## src/sv/mdc_pkg.sv

```systemverilog
// Package for the mission download client.
// Holds the transfer payload types, the phase enum and the message codes.
// No dependencies.
package mdc_pkg;

  localparam int unsigned CfgDataWidth = 16;

  typedef enum logic [2:0] {
    PH_IDLE,
    PH_WAIT_COUNT,
    PH_REQUEST_ITEM,
    PH_WAIT_ITEM,
    PH_QUIT
  } phase_t;

  localparam logic [1:0] KIND_TICK      = 2'd0;
  localparam logic [1:0] KIND_HEARTBEAT = 2'd1;
  localparam logic [1:0] KIND_COUNT     = 2'd2;
  localparam logic [1:0] KIND_ITEM      = 2'd3;

  localparam logic [1:0] SEND_NONE = 2'd0;
  localparam logic [1:0] SEND_LIST = 2'd1;
  localparam logic [1:0] SEND_ITEM = 2'd2;
  localparam logic [1:0] SEND_ACK  = 2'd3;

  localparam logic [1:0] OUT_RUNNING    = 2'd0;
  localparam logic [1:0] OUT_DONE       = 2'd1;
  localparam logic [1:0] OUT_NO_MISSION = 2'd2;
  localparam logic [1:0] OUT_EXHAUSTED  = 2'd3;

  localparam logic CFG_RETRY_LIMIT  = 1'b0;
  localparam logic CFG_WAIT_TIME_MS = 1'b1;

  localparam logic [3:0]  RETRY_LIMIT_RESET  = 4'd4;
  localparam logic [15:0] WAIT_TIME_MS_RESET = 16'd4000;

  typedef struct packed {
    logic [1:0]  kind;
    logic [31:0] now;
    logic [15:0] value;
  } ev_item_t;

  typedef struct packed {
    logic [1:0]  send_kind;
    logic [15:0] send_seq;
    logic        item_accepted;
    logic [1:0]  outcome;
  } rsp_item_t;

  typedef struct packed {
    logic [3:0]  retry_limit;
    logic [15:0] wait_time_ms;
  } cfg_t;

endpackage

```

## src/sv/mdc_cfg_regs.sv

```systemverilog
// Configuration registers of the mission download client.
// Depends on mdc_pkg for the register indexes and the cfg_t bundle.
module mdc_cfg_regs (
  input  logic                              clk,
  input  logic                              rst,
  input  logic                              cfg_we,
  input  logic                              cfg_index,
  input  logic [mdc_pkg::CfgDataWidth-1:0]  cfg_data,
  output mdc_pkg::cfg_t                     cfg
);
  import mdc_pkg::*;

  always_ff @(posedge clk) begin
    if (rst) begin
      cfg.retry_limit  <= RETRY_LIMIT_RESET;
      cfg.wait_time_ms <= WAIT_TIME_MS_RESET;
    end else if (cfg_we) begin
      case (cfg_index)
        CFG_RETRY_LIMIT:  cfg.retry_limit  <= cfg_data[3:0];
        CFG_WAIT_TIME_MS: cfg.wait_time_ms <= cfg_data[15:0];
        default: ;
      endcase
    end
  end

endmodule

```

## src/sv/mdc_engine.sv

```systemverilog
// Protocol state and per-event update of the mission download client.
// Depends on mdc_pkg for the phase enum, the codes and the payload types.
module mdc_engine (
  input  logic               clk,
  input  logic               rst,
  input  logic               fire,
  input  mdc_pkg::ev_item_t  item,
  input  mdc_pkg::cfg_t      cfg,
  output mdc_pkg::rsp_item_t result
);
  import mdc_pkg::*;

  phase_t      phase, phase_next;
  logic        heartbeat_seen, heartbeat_seen_next;
  logic [15:0] total_items, total_items_next;
  logic [15:0] next_seq, next_seq_next;
  logic [3:0]  tries, tries_next;
  logic [31:0] deadline, deadline_next;
  logic [1:0]  final_outcome, final_outcome_next;

  logic [15:0] seq_inc;
  logic [15:0] seq_dec;
  logic        can_try;
  logic        timed_out;

  always_ff @(posedge clk) begin
    if (rst) begin
      phase          <= PH_IDLE;
      heartbeat_seen <= 1'b0;
      total_items    <= '0;
      next_seq       <= '0;
      tries          <= '0;
      deadline       <= '0;
      final_outcome  <= OUT_RUNNING;
    end else if (fire) begin
      phase          <= phase_next;
      heartbeat_seen <= heartbeat_seen_next;
      total_items    <= total_items_next;
      next_seq       <= next_seq_next;
      tries          <= tries_next;
      deadline       <= deadline_next;
      final_outcome  <= final_outcome_next;
    end
  end

  assign seq_inc   = next_seq + 16'd1;
  assign seq_dec   = next_seq - 16'd1;
  assign can_try   = tries < cfg.retry_limit;
  assign timed_out = item.now > deadline;

  always_comb begin
    phase_next          = phase;
    heartbeat_seen_next = heartbeat_seen;
    total_items_next    = total_items;
    next_seq_next       = next_seq;
    tries_next          = tries;
    deadline_next       = deadline;
    final_outcome_next  = final_outcome;
    result.send_kind     = SEND_NONE;
    result.send_seq      = '0;
    result.item_accepted = 1'b0;

    case (item.kind)
      KIND_TICK: begin
        case (phase)
          PH_IDLE, PH_REQUEST_ITEM: begin
            if (phase == PH_REQUEST_ITEM || heartbeat_seen) begin
              if (can_try) begin
                tries_next    = tries + 4'd1;
                deadline_next = item.now + {16'd0, cfg.wait_time_ms};
                if (phase == PH_IDLE) begin
                  phase_next       = PH_WAIT_COUNT;
                  result.send_kind = SEND_LIST;
                end else begin
                  phase_next       = PH_WAIT_ITEM;
                  result.send_kind = SEND_ITEM;
                  result.send_seq  = next_seq;
                end
              end else begin
                phase_next         = PH_QUIT;
                final_outcome_next = OUT_EXHAUSTED;
              end
            end
          end
          PH_WAIT_COUNT: begin
            if (timed_out) begin
              phase_next = PH_IDLE;
            end
          end
          PH_WAIT_ITEM: begin
            if (timed_out) begin
              phase_next = PH_REQUEST_ITEM;
            end
          end
          default: ;
        endcase
      end
      KIND_HEARTBEAT: begin
        heartbeat_seen_next = 1'b1;
      end
      KIND_COUNT: begin
        if (phase == PH_WAIT_COUNT) begin
          total_items_next = item.value;
          if (item.value == 16'd0) begin
            phase_next         = PH_QUIT;
            final_outcome_next = OUT_NO_MISSION;
          end else begin
            next_seq_next = '0;
            tries_next    = '0;
            phase_next    = PH_REQUEST_ITEM;
          end
        end
      end
      KIND_ITEM: begin
        if (phase == PH_WAIT_ITEM) begin
          if (item.value == next_seq) begin
            result.item_accepted = 1'b1;
            next_seq_next        = seq_inc;
            tries_next           = '0;
            if (seq_inc == total_items) begin
              result.send_kind   = SEND_ACK;
              phase_next         = PH_QUIT;
              final_outcome_next = OUT_DONE;
            end else begin
              phase_next = PH_REQUEST_ITEM;
            end
          end else if (next_seq != 16'd0 && item.value == seq_dec) begin
            phase_next = PH_REQUEST_ITEM;
          end
        end
      end
      default: ;
    endcase

    result.outcome = final_outcome_next;
  end

  a_outcome_sticky: assert property (@(posedge clk) disable iff (rst)
    (final_outcome != OUT_RUNNING) |=> $stable(final_outcome))
    else $error("final outcome changed after the download ended");

  a_outcome_in_quit: assert property (@(posedge clk) disable iff (rst)
    (final_outcome != OUT_RUNNING) |-> (phase == PH_QUIT))
    else $error("final outcome set outside the quit phase");

  a_list_waits_count: assert property (@(posedge clk) disable iff (rst)
    (fire && result.send_kind == SEND_LIST) |=> (phase == PH_WAIT_COUNT))
    else $error("list request sent without waiting for the count");

  a_accept_from_wait: assert property (@(posedge clk) disable iff (rst)
    (fire && result.item_accepted) |-> (phase == PH_WAIT_ITEM && item.kind == KIND_ITEM))
    else $error("item accepted outside the item wait");

endmodule

```

## src/sv/mission_download_client.sv

```systemverilog
// Mission download client: client side of a mission list download with
// retries and reply timeouts, one event in and one reply out per transfer.
//
// Usage:
//   Events (tick, heartbeat, count message, item message) enter on the ev
//   channel; each accepted event produces exactly one reply on the rsp
//   channel, carrying the message to send, the requested sequence number,
//   the store flag for a received item and the running outcome.
//   Configuration registers (retry limit, wait time) are written through
//   cfg_we, cfg_index and cfg_data; the user must write them only while no
//   event is in flight, as the block itself does not enforce it. An event
//   goes into the event register; the protocol update works on the event
//   register and loads the reply register, from which the reply transfers.
//   Throughput is one event per cycle while rsp_ready stays high; the
//   event register and the reply register form a two-entry pipeline, so a
//   new event is taken while a finished reply still waits to be taken.
//   When the receiver holds rsp_ready low, the reply stays put, the event
//   register fills, and ev_ready drops until the reply transfers.
//   Synchronous reset empties both registers, returns the protocol to idle
//   with no heartbeat seen, and restores retry limit 4 and wait time 4000 ms.
module mission_download_client (
  input  logic                              clk,
  input  logic                              rst,
  input  logic                              ev_valid,
  output logic                              ev_ready,
  input  mdc_pkg::ev_item_t                 ev_data,
  output logic                              rsp_valid,
  input  logic                              rsp_ready,
  output mdc_pkg::rsp_item_t                rsp_data,
  input  logic                              cfg_we,
  input  logic                              cfg_index,
  input  logic [mdc_pkg::CfgDataWidth-1:0]  cfg_data
);
  import mdc_pkg::*;

  cfg_t      cfg;
  logic      hold_valid;
  ev_item_t  hold;
  logic      advance;
  rsp_item_t result;

  assign advance  = hold_valid && (!rsp_valid || rsp_ready);
  assign ev_ready = !hold_valid || advance;

  mdc_cfg_regs u_cfg (
    .clk       (clk),
    .rst       (rst),
    .cfg_we    (cfg_we),
    .cfg_index (cfg_index),
    .cfg_data  (cfg_data),
    .cfg       (cfg)
  );

  mdc_engine u_engine (
    .clk    (clk),
    .rst    (rst),
    .fire   (advance),
    .item   (hold),
    .cfg    (cfg),
    .result (result)
  );

  always_ff @(posedge clk) begin
    if (rst) begin
      hold_valid <= 1'b0;
    end else if (ev_ready) begin
      hold_valid <= ev_valid;
    end
  end

  always_ff @(posedge clk) begin
    if (ev_valid && ev_ready) begin
      hold <= ev_data;
    end
  end

  always_ff @(posedge clk) begin
    if (rst) begin
      rsp_valid <= 1'b0;
    end else if (advance) begin
      rsp_valid <= 1'b1;
    end else if (rsp_ready) begin
      rsp_valid <= 1'b0;
    end
  end

  always_ff @(posedge clk) begin
    if (advance) begin
      rsp_data <= result;
    end
  end

endmodule
```

## config.mk

```make
export PLATFORM = sky130hd
export DESIGN_NAME = mission_download_client
export DESIGN_NICKNAME = d
export VERILOG_FILES = /design/src/sv/mdc_pkg.sv /design/src/sv/mdc_cfg_regs.sv /design/src/sv/mdc_engine.sv /design/src/sv/mission_download_client.sv
export SDC_FILE = /design/constraint.sdc
export NUM_CORES = 1
export LEC_CHECK = 0
export ABC_CLOCK_PERIOD_IN_PS = 4050
export BUFFER_PORTS_ARGS = -buffer_cell sky130_fd_sc_hd__buf_4
export CAP_MARGIN = 10
export CORE_ASPECT_RATIO = 1.25
export CORE_UTILIZATION = 40
export CTS_CLUSTER_DIAMETER = 50
export DETAILED_ROUTE_END_ITERATION = 16
export PLACE_DENSITY = 0.58
export SLEW_MARGIN = 0
export SYNTH_ARGS = -nofsm -noshare
export SYNTH_HDL_FRONTEND = slang
export SYNTH_SLANG_ARGS = --single-unit
export TNS_END_PERCENT = 5
```

## constraint.sdc

```tcl
create_clock -name clk -period 4.05 [get_ports clk]
set_input_delay 1.215 -clock clk [delete_from_list [all_inputs] [get_ports clk]]
set_output_delay 1.215 -clock clk [all_outputs]
set_load 0.02 [all_outputs]
```

==> results.py, run 1 <==
metrics = {
    "worst_setup_path": {
        "r2r_start": "u_engine.next_seq[3]",
        "critPathRequiredTime_ps": 4350,
        "critPathKind": "flop to flop",
        "crit_path_end_kind": "flop",
        "rrSetupSlack_ps": 800,
        "cp.buffers_inverters": 0,
        "slowest_stage": "dfxtp_1",
        "arrival_ps": 3550,
        "cp_top_family": "simple AND/OR/NAND/NOR gates",
        "start_kind": "flop",
        "slowest_delay_ps": 730,
        "timing.rr.end": "u_engine.phase[1]",
        "crit_chain": "nand4_1 -> nor4_1 -> xnor2_1 -> o21ai_0 -> a2111oi_0 -> a2bb2oi_1 -> nand3_1 -> a21oi_1",
        "crit_fanout": 19,
        "r2r_cells": 8,
    },
    "power_and_ir_drop": {
        "sequentialPowerShare_pct": 47.4,
        "p_sw_share_pct": 24.7,
        "clkPwrFrac_pct": 42.5,
        "p_per_area_mw_per_mm2": 354,
        "internal_power_uw": 2960,
        "peakVddDrop_mv": 0.284,
        "pwr-share-comb_pct": 10.1,
        "power_switching_uw": 971,
        "p_total_uw": 3930,
        "power.leakage_uw": 0.00428,
    },
    "yosys": {
        "ys_warn_count": 0,
        "synth_ff_type": "dfxtp_1",
        "synthMuxAreaShare_pct": 2.52,
        "synth_top_family_by_area": "simple AND/OR/NAND/NOR gates",
        "synth_seq_cells": 167,
        "synth_nets": 1191,
        "yosys.area_share.simple_pct": 20.9,
        "ys_seq_area_share_pct": 42.3,
        "yosys.area_share.adder_pct": 8.04,
        "avgSynthCellArea_um2": 9.06,
        "yosysTopAreaCell": "edfxtp_1",
        "netlist_top_cells_area": "edfxtp_1 (22%), dfxtp_1 (20%), ha_1 (7.8%)",
        "synth-edff-count": 71,
        "synth_xor_area_share_pct": 6.40,
        "netlist_area_mm2": 0.00958,
        "synth-compound-area-share_pct": 14.7,
        "synthDistinctLibCells": 69,
        "synth_cells": 1058,
        "synth_top_area_share_pct": 22.2,
        "async_flop_share_pct": 0,
    },
    "finish": {
        "final_common_cell": "buf_4",
        "syn_to_final_growth_pct": 16.0,
        "fin_nets": 1256,
        "stdcell_count": 1424,
        "num_antenna_cells": 0,
        "final_cell_mix": "buf_4 (108), nand2_1 (102), dfxtp_1 (96)",
        "drive_above_1_share_pct": 13.4,
    },
    "placement": {
        "routabilityCongestion": 0.980,
        "place_inst": 1392,
        "io_buffers": 94,
        "dpl.hpwl_um": 18100,
    },
    "route": {
        "drt_iter0_markers": 482,
        "vias": 7774,
        "dr.pass1.iters": 5,
        "drt-wirelength-per-cell_um": 17.1,
        "postRouteAntennaNets": 0,
        "viasPerCell": 5.46,
        "drc": 0,
        "routed_wl_um": 24300,
    },
    "sta": {
        "tightest_slew_ps": 809,
        "hold_violations": 0,
        "setup_violations": 0,
        "fin_crit_sh_pct": 80.3,
        "relSlewSlack_pct": 46.0,
        "layout_min_cycle_time_ps": 3250,
        "hold_ws_ps": 450,
        "slew_viol_final": 0,
        "final.setup_skew_ps": 14.0,
        "grt_setup_unrepaired": "no",
        "fmax_mhz": 308,
        "fin_tns_setup_ps": 0,
    },
    "global_routing": {
        "grt_max_degree": 48,
        "first_global_vias": 7576,
        "overflow": 0,
        "grt_util_all_layers_pct": 20.4,
        "grt_antenna_before_repair": 0,
        "grt_pass1_wl_um": 39100,
    },
    "clocking": {
        "clk_path_buf_depth": 2,
        "cts_tree": "done",
        "clk_pin_slew_worst_paths_ps": 70,
        "clock_sinks": 167,
        "clock_latency_ps": 440,
        "post_cts_resized": 0,
        "cts-htree-levels": 4,
        "cts.repair_timing.setup_buffer_count": 0,
        "clk_root_buffer_cell": "clkbuf_16",
        "cts-hold-fix-buffers": 0,
        "numCtsBuffers": 17,
    },
    "hold_path": {
        "whs_path_depth": 2,
        "hold_end": "u_engine.deadline[5]",
        "hold_class": "flop to flop",
        "min_from": "u_engine.deadline[5]",
    },
    "status": {
        "status": "finished, final reports clean",
    },
    "die": {
        "initial_core_util_pct": 41.2,
        "die-area_mm2": 0.0246,
        "die_h_um": 175,
        "rows": 62,
        "fp.dieW_um": 140,
        "core_mm2": 0.0233,
        "ios": 95,
    },
    "run": {
        "drv_cap": 0,
    },
}
-- layout make-up --
| cell class | instances | area [µm²] |
|---|---|---|
| fill | 2273 | 12200 |
| multi-input combinational | 767 | 5050 |
| sequential | 167 | 4050 |
| timing repair buffer | 109 | 831 |
| clock buffer | 20 | 437 |
| tap | 288 | 360 |
| inverter | 61 | 229 |
| clock inverter | 12 | 155 |
-- sequential cells by signal, indices dropped and copies added, names as in the netlist --
signal / count
hold: 50
u_engine.deadline: 32
rsp_data: 21
u_cfg.cfg: 20
u_engine.next_seq: 16
u_engine.total_items: 16
u_engine.tries: 4
u_engine.phase: 3
u_engine.final_outcome: 2
hold_valid: 1
rsp_valid: 1
u_engine.heartbeat_seen: 1
-- power groups by stage --
stage	Sequential, µW	Clock [µW]	Combinational (µW)
finish	1870	1670	398
global route	1870	1770	444
CTS	1870	1700	402
detailed placement	1900	0	399
global placement	1900	0	397
floorplan	1890	0	251
-- Yosys cell counts (3+ instances only) --
library cell,instances
a2111oi_0,4
a211o_1,5
a211oi_1,19
a21o_1,11
a21oi_1,78
a31oi_1,6
and2_1,10
and3_1,21
and4_1,7
buf_1,6
buf_2,4
clkbuf_1,50
dfxtp_1,96
edfxtp_1,71
ha_1,60
inv_1,61
mux2i_1,23
nand2_1,102
nand2b_1,11
nand3_1,23
nand3b_1,14
nand4_1,27
nor2_1,88
nor2b_1,12
nor3_1,22
nor3b_1,4
nor4_1,21
nor4_2,3
o211ai_1,3
o21a_1,5
o21ai_0,48
o21bai_1,5
o31ai_1,8
o41ai_1,7
or2_2,3
or3_1,8
or4_1,4
xnor2_1,46
xor2_1,24
-- cell families after synthesis --
| family | after synthesis |
|---|---|
| compound gates | 222 |
| mux | 24 |
| buf+inv | 124 |
| fa+ha+maj | 61 |
| flops | 167 |
| simple gates | 390 |
| xor+xnor | 70 |
-- worst register-to-register path: cells and delay by family (launching register included) --
| kind | cells | cell delay, ps |
|---|---|---|
| and+or+nand+nor | 3 | 1250 |
| AOI/OAI and AO/OA | 4 | 950 |
| xor gates and xnor gates | 1 | 190 |
| DFF | 1 | 730 |
-- stage by stage --
step	util (%)	setup slack, ps	instance area (µm²)
CTS	47.8	810	11100
floorplan	-	941	9580
finish	47.8	799	11100
global placement	45.2	784	10500
detailed placement	45.2	747	10500
global route	47.8	424	11100
-- how the worst max path moves through the flow --
stage | startpoint | end | slack [ps] | depth (start not counted)
finish | u_engine.next_seq[3] | u_engine.phase[1] | 800 | 8
detailed placement | rsp_ready | u_engine.next_seq[11] | 750 | 7
floorplan | rsp_ready | hold[0] | 940 | 3
global placement | rsp_ready | u_engine.next_seq[5] | 780 | 7
global route | u_engine.next_seq[3] | u_engine.phase[1] | 420 | 8
CTS | u_engine.next_seq[3] | u_engine.phase[1] | 810 | 8
-- layer usage --
metal | share of wire, % | GRT usage [%]
met4 | 4.2 | 10.7
met2 | 49 | 35.4
met3 | 3.7 | 3.34
met1 | 43 | 24.2
met5 | 0 | 0
Note: power is estimated with default switching activity, not from simulation.
==> inputs of run 2 (changes only) <==
Settings changed: ABC_CLOCK_PERIOD_IN_PS 4050 to 2800, PLACE_DENSITY 0.58 to 0.6.
Clock period 4.05 ns to 2.8 ns, I/O delays scaled along.
==> run 2 against run 1 <==
Final area rose by 7.6%. Maximum frequency rose by 19%. Non-clock buffer count rose by 91. Global-route usage up 0.72 points. Core utilization up 3.6 points. Total power rose by 44%. First-iteration DRC count down 39%. Critical path depth rose by 2. Clock skew grew 0.91 ps. Wire length grew 3.0%. Largest power group unchanged. Highest routed layer unchanged.
==> results.py, run 2 (same netlist as run 1, synthesis figures left out) <==
metrics = {
    "global_routing": {
        "first_global_vias": 7931,
        "grt_antenna_before_repair": 0,
        "overflow": 0,
        "grt_max_degree": 49,
        "grt_pass1_wl_um": 40600,
        "grt_util_all_layers_pct": 21.1,
    },
    "worst_setup_path": {
        "slowest_delay_ps": 520,
        "critPathKind": "flop to flop",
        "cp.buffers_inverters": 1,
        "r2r_start": "u_engine.next_seq[1]",
        "timing.rr.end": "u_engine.phase[2]",
        "cp_top_family": "simple AND/OR/NAND/NOR gates",
        "start_kind": "flop",
        "rrSetupSlack_ps": 80,
        "slowest_stage": "or4b_4",
        "crit_chain": "inv_4 -> ha_4 -> or4b_4 -> nor3b_1 -> a211oi_1 -> o21ai_0 -> mux2i_1 -> o41a_1 -> nor2_2 -> mux2_1",
        "crit_fanout": 7,
        "r2r_cells": 10,
        "crit_path_end_kind": "flop",
        "critPathRequiredTime_ps": 3120,
        "arrival_ps": 3040,
    },
    "finish": {
        "num_antenna_cells": 0,
        "ff_latch_area_mm2": 0.00407,
        "final_common_cell": "buf_4",
        "largest-register": "hold",
        "final_cell_mix": "buf_4 (197), nand2_1 (102), nor2_1 (87), dfxtp_1 (87), a21oi_1 (76)",
        "fin_nets": 1347,
        "fillers": 2174,
        "drive_above_1_share_pct": 22.8,
        "post-route-util_pct": 51.4,
        "largest_register_ffs": 50,
        "multi_input_area_mm2": 0.00518,
        "largestRegisters": "hold: 50 flops, u_engine.deadline: 32 flops, rsp_data: 21 flops",
        "syn_to_final_growth_pct": 24.8,
    },
    "clocking": {
        "cts-hold-fix-buffers": 0,
        "clock_sinks": 167,
        "clock_latency_ps": 440,
        "cts_tree": "done",
        "cts-htree-levels": 4,
        "numCtsBuffers": 17,
        "clk_pin_slew_worst_paths_ps": 80,
        "clk_path_buf_depth": 2,
        "clk_root_buffer_cell": "clkbuf_16",
    },
    "die": {
        "die-area_mm2": 0.0246,
        "die_h_um": 175,
        "fp.dieW_um": 140,
        "initial_core_util_pct": 41.2,
        "core_mm2": 0.0233,
        "rows": 62,
        "ios": 95,
    },
    "route": {
        "met1Wirelength_um": 10700,
        "viasPerCell": 5.39,
        "top_layer": "met4",
        "routed_wl_um": 25000,
        "postRouteAntennaNets": 0,
        "dr_wl_met2_um": 12600,
        "drt-wirelength-per-cell_um": 16.5,
        "wl_met3_um": 865,
        "drt_iter0_markers": 294,
        "drc": 0,
        "vias": 8162,
        "dr.pass1.iters": 8,
    },
    "placement": {
        "io_buffers": 94,
        "dpl.hpwl_um": 19100,
        "routabilityCongestion": 0.927,
        "post-place-ws_ps": -163,
    },
    "sta": {
        "setup_violations": 0,
        "fin_crit_sh_pct": 97.2,
        "fmax_mhz": 367,
        "final.setup_skew_ps": 14.9,
        "tightest_slew_ps": 802,
        "grt_setup_unrepaired": "yes",
        "slew_viol_final": 0,
        "fin_ws_ps": 77.5,
        "hold_ws_ps": 453,
        "hold_violations": 0,
        "fin_tns_setup_ps": 0,
        "relSlewSlack_pct": 46.5,
        "layout_min_cycle_time_ps": 2720,
    },
    "hold_path": {
        "whs_path_depth": 2,
        "min_from": "u_engine.deadline[5]",
        "hold_end": "u_engine.deadline[5]",
        "hold_class": "flop to flop",
    },
    "power_and_ir_drop": {
        "p_per_area_mw_per_mm2": 472,
        "power.leakage_uw": 0.00475,
        "peakVddDrop_mv": 0.406,
        "p_total_uw": 5650,
    },
    "status": {
        "status": "finished, final reports clean",
    },
    "run": {
        "drv_cap": 0,
    },
}
[run 2: changes by cell type in the layout (fill, tap and decap cells not counted), moves of 3 or more]
cell,change
dfxtp_2,+7
ha_4,+4
a211oi_1,-4
buf_4,+89
inv_6,+7
o21ai_0,-3
dfxtp_1,-9
a211oi_2,+4
clkbuf_1,-3
ha_1,-5
clkinv_4,-3
[run 2: worst max-delay path by stage]
| stage | cells after the start | slack [ps] | to | from |
|---|---|---|---|---|
| 2_1_floorplan | 12 | 30 | u_engine.phase[2] | u_engine.next_seq[0] |
| 3_3_place_gp | 8 | -130 | u_engine.phase[2] | u_engine.next_seq[5] |
| 3_5_place_dp | 8 | -160 | u_engine.phase[2] | u_engine.next_seq[5] |
| 4_1_cts | 9 | 9 | u_engine.deadline[25] | hold[24] |
| 5_1_grt | 9 | -90 | rsp_data[1] | u_engine.next_seq[11] |
| 6_report | 10 | 80 | u_engine.phase[2] | u_engine.next_seq[1] |
[run 2: repair_timing]
item	CTS	global route
gates resized for setup	1	37
buffers inserted	0	1
endpoints found under the setup margin	3	25
pin swaps	0	8
[run 2: cell type report]
type                            count  area share [%]
Tap cell                          288            3.01
Timing Repair Buffer              200            12.9
Sequential cell                   167            34.0
Clock buffer                       18            3.67
Multi-Input combinational cell    767            43.3
Clock inverter                     14            1.12
Inverter                           61            1.96
[run 2: metrics by stage]
step	cell area, µm²	std cells
after floorplan	9600	1058
after global placement	11200	1482
after detailed placement	11200	1482
after CTS	11800	1514
after global routing	12000	1515
final	12000	1515
[run 2: routing by layer]
layer | vias up | GRT usage (%)
li1 | 4119 | -
met1 | 3790 | 24.8
met2 | 207 | 37.6
met3 | 46 | 3.10
met4 | 0 | 10.0
met5 | - | 0
[run 2: power by group]
part	leakage (µW)	total (µW)	switching (µW)	internal, µW
combinational	0.00301	647	349	298
sequential	0.00146	2680	60.3	2620
clock	0.000279	2320	1050	1270
total	0.00475	5650	1460	4190
[run 2: tightest hold or removal path: cells and delay by family, from the launching register on]
family	cells	cell delay [ps]
DFF	1	310
AOI/OAI and AO/OA	1	50
and+or+nand+nor	1	50
==> inputs of run 3 (changes only) <==
Settings changed: CORE_ASPECT_RATIO 1.25 to 0.7.
==> run 3 against run 2 <==
Clock skew decreased by 2.3 ps. Non-clock buffer count decreased by 4. Total power decreased by 1.1%. Maximum frequency decreased by 0.11%. Register-to-register slack about the same. Combinational power increased by 2%. Core utilization increased by 0.15 points. Sequential power about the same. Wire length increased by 8.9%. First-iteration DRC count increased by 130%. Via count increased by 2.1%. Cell count increased by 1.3%. Highest routed layer unchanged.
==> results.py, run 3 (same netlist as run 1, synthesis figures left out) <==
metrics = {
    "sta": {
        "fin_ws_ps": 74.4,
        "hold_violations": 0,
        "fmax_mhz": 367,
        "tightest_slew_ps": 697,
        "relSlewSlack_pct": 53.4,
        "layout_min_cycle_time_ps": 2730,
        "fin_crit_sh_pct": 97.3,
        "final.setup_skew_ps": 12.6,
        "fin_tns_setup_ps": 0,
        "grt_setup_unrepaired": "yes",
        "slew_viol_final": 0,
        "setup_violations": 0,
    },
    "die": {
        "die_h_um": 132,
        "die-area_mm2": 0.0246,
        "core_mm2": 0.0231,
        "fp.dieW_um": 187,
        "rows": 46,
        "initial_core_util_pct": 41.5,
        "ios": 95,
    },
    "clocking": {
        "clock_sinks": 167,
        "clk_pin_slew_worst_paths_ps": 70,
        "cts-htree-levels": 4,
        "numCtsBuffers": 17,
        "clk_path_buf_depth": 2,
        "clk_root_buffer_cell": "clkbuf_16",
        "cts_tree": "done",
        "clock_latency_ps": 440,
    },
    "finish": {
        "fin_nets": 1343,
        "final_common_cell": "buf_4",
        "largestRegisters": "hold: 50 flops, u_engine.deadline: 32 flops, rsp_data: 21 flops",
        "num_antenna_cells": 0,
        "syn_to_final_growth_pct": 24.1,
        "final_cell_mix": "buf_4 (193), nand2_1 (102), nor2_1 (88), dfxtp_1 (88), a21oi_1 (77)",
        "largest_register_ffs": 50,
        "fillers": 2209,
        "drive_above_1_share_pct": 21.7,
        "largest-register": "hold",
    },
    "worst_setup_path": {
        "slowest_stage": "or4b_4",
        "cp.buffers_inverters": 1,
        "critPathKind": "flop to flop",
        "critPathRequiredTime_ps": 3120,
        "arrival_ps": 3050,
        "crit_fanout": 7,
        "crit_path_end_kind": "flop",
        "cp_top_family": "simple AND/OR/NAND/NOR gates",
        "crit_chain": "inv_2 -> ha_4 -> or4b_4 -> nor3b_2 -> a211oi_1 -> o21ai_0 -> mux2i_1 -> o41a_1 -> nor2_2 -> mux2_1",
        "r2r_cells": 10,
        "critical_path_depth": 10,
        "slowest_delay_ps": 540,
        "start_kind": "flop",
    },
    "hold_path": {
        "whs_path_depth": 2,
        "hold_class": "flop to flop",
    },
    "route": {
        "postRouteAntennaNets": 0,
        "routed_wl_um": 27200,
        "drt-wirelength-per-cell_um": 17.7,
        "vias": 8332,
        "drt_iter0_markers": 663,
        "viasPerCell": 5.43,
        "dr.pass1.iters": 5,
        "drc": 0,
    },
    "power_and_ir_drop": {
        "power.leakage_uw": 0.00473,
        "peakVddDrop_mv": 0.451,
        "p_per_area_mw_per_mm2": 470,
    },
    "placement": {
        "dpl.hpwl_um": 20600,
        "routabilityCongestion": 0.933,
        "post-place-ws_ps": -24.9,
        "io_buffers": 94,
    },
    "global_routing": {
        "grt_max_degree": 70,
        "grt_antenna_before_repair": 0,
        "grt_pass1_wl_um": 43100,
        "overflow": 0,
        "grt_util_all_layers_pct": 22.5,
        "first_global_vias": 7537,
    },
    "status": {
        "status": "finished, final reports clean",
    },
    "run": {
        "drv_cap": 0,
    },
}
## run 3: changes by cell type in the layout (fill, tap and decap cells not counted), moves of 3 or more
cell / before / now
buf_4: 197 / 193
clkbuf_1: 0 / 4
inv_6: 7 / 0
a211oi_2: 4 / 0
ha_1: 55 / 58
a211oi_1: 15 / 19
## run 3: cell type report
class                           count  area (µm²)  share of cell area [%]
Clock buffer                       22         454                    3.82
Inverter                           61         229                    1.93
Sequential cell                   167        4060                    34.2
Multi-Input combinational cell    767        5160                    43.4
Tap cell                          312         390                    3.28
Timing Repair Buffer              196        1510                    12.7
Clock inverter                     10        83.8                   0.705
## run 3: path summary, 6_finish.rpt
path,startpoint,end,slack [ps]
worst min register to register,u_engine.deadline[11],u_engine.deadline[11],450
worst max-delay path,u_engine.next_seq[0],u_engine.phase[2],70
worst min-delay path,u_engine.deadline[11],u_engine.deadline[11],450
worst max register to register,u_engine.next_seq[0],u_engine.phase[2],70
## run 3: worst reg2reg max path, delay by kind of cell, from the launching register on
family,cells,cell delay [ps]
flip-flops,1,340
buffers and inverters,1,90
AND/OR/NAND/NOR,3,860
adder cells (fa/ha/maj),1,130
AO/OA/AOI/OAI,3,720
multiplexers,2,470
## run 3: layer usage
metal | vias up | part of all wire [%] | track usage [%]
met1 | 3914 | 55 | 38.2
met3 | 16 | 7.8 | 5.37
met2 | 295 | 36 | 26.8
met5 | - | 0 | 0
li1 | 4107 | - | -
met4 | 0 | 0.89 | 4.60
## run 3: repair_timing
action | CTS | global route
hold endpoints to repair | 0 | 0
pin swaps | 0 | 3
setup endpoints to repair | 3 | 25
buffers inserted | 0 | 1
gates resized for setup | 3 | 27
hold buffers | 0 | 0
## run 3: per-stage QoR
stage	power [µW]	utilization (%)	area (µm²)	hold slack (ps)	cells
2_1_floorplan	3100	-	9600	432	1058
3_3_place_gp	3380	48.7	11200	439	1502
3_5_place_dp	3380	48.7	11200	447	1502
4_1_cts	5620	51.1	11800	455	1534
5_1_grt	5810	51.5	11900	465	1535
6_report	5590	51.5	11900	452	1535
## run 3: power breakdown
part | internal (µW) | switching, µW
sequential | 2620 | 64.6
clock | 1240 | 1000
combinational | 300 | 360
total | 4160 | 1420
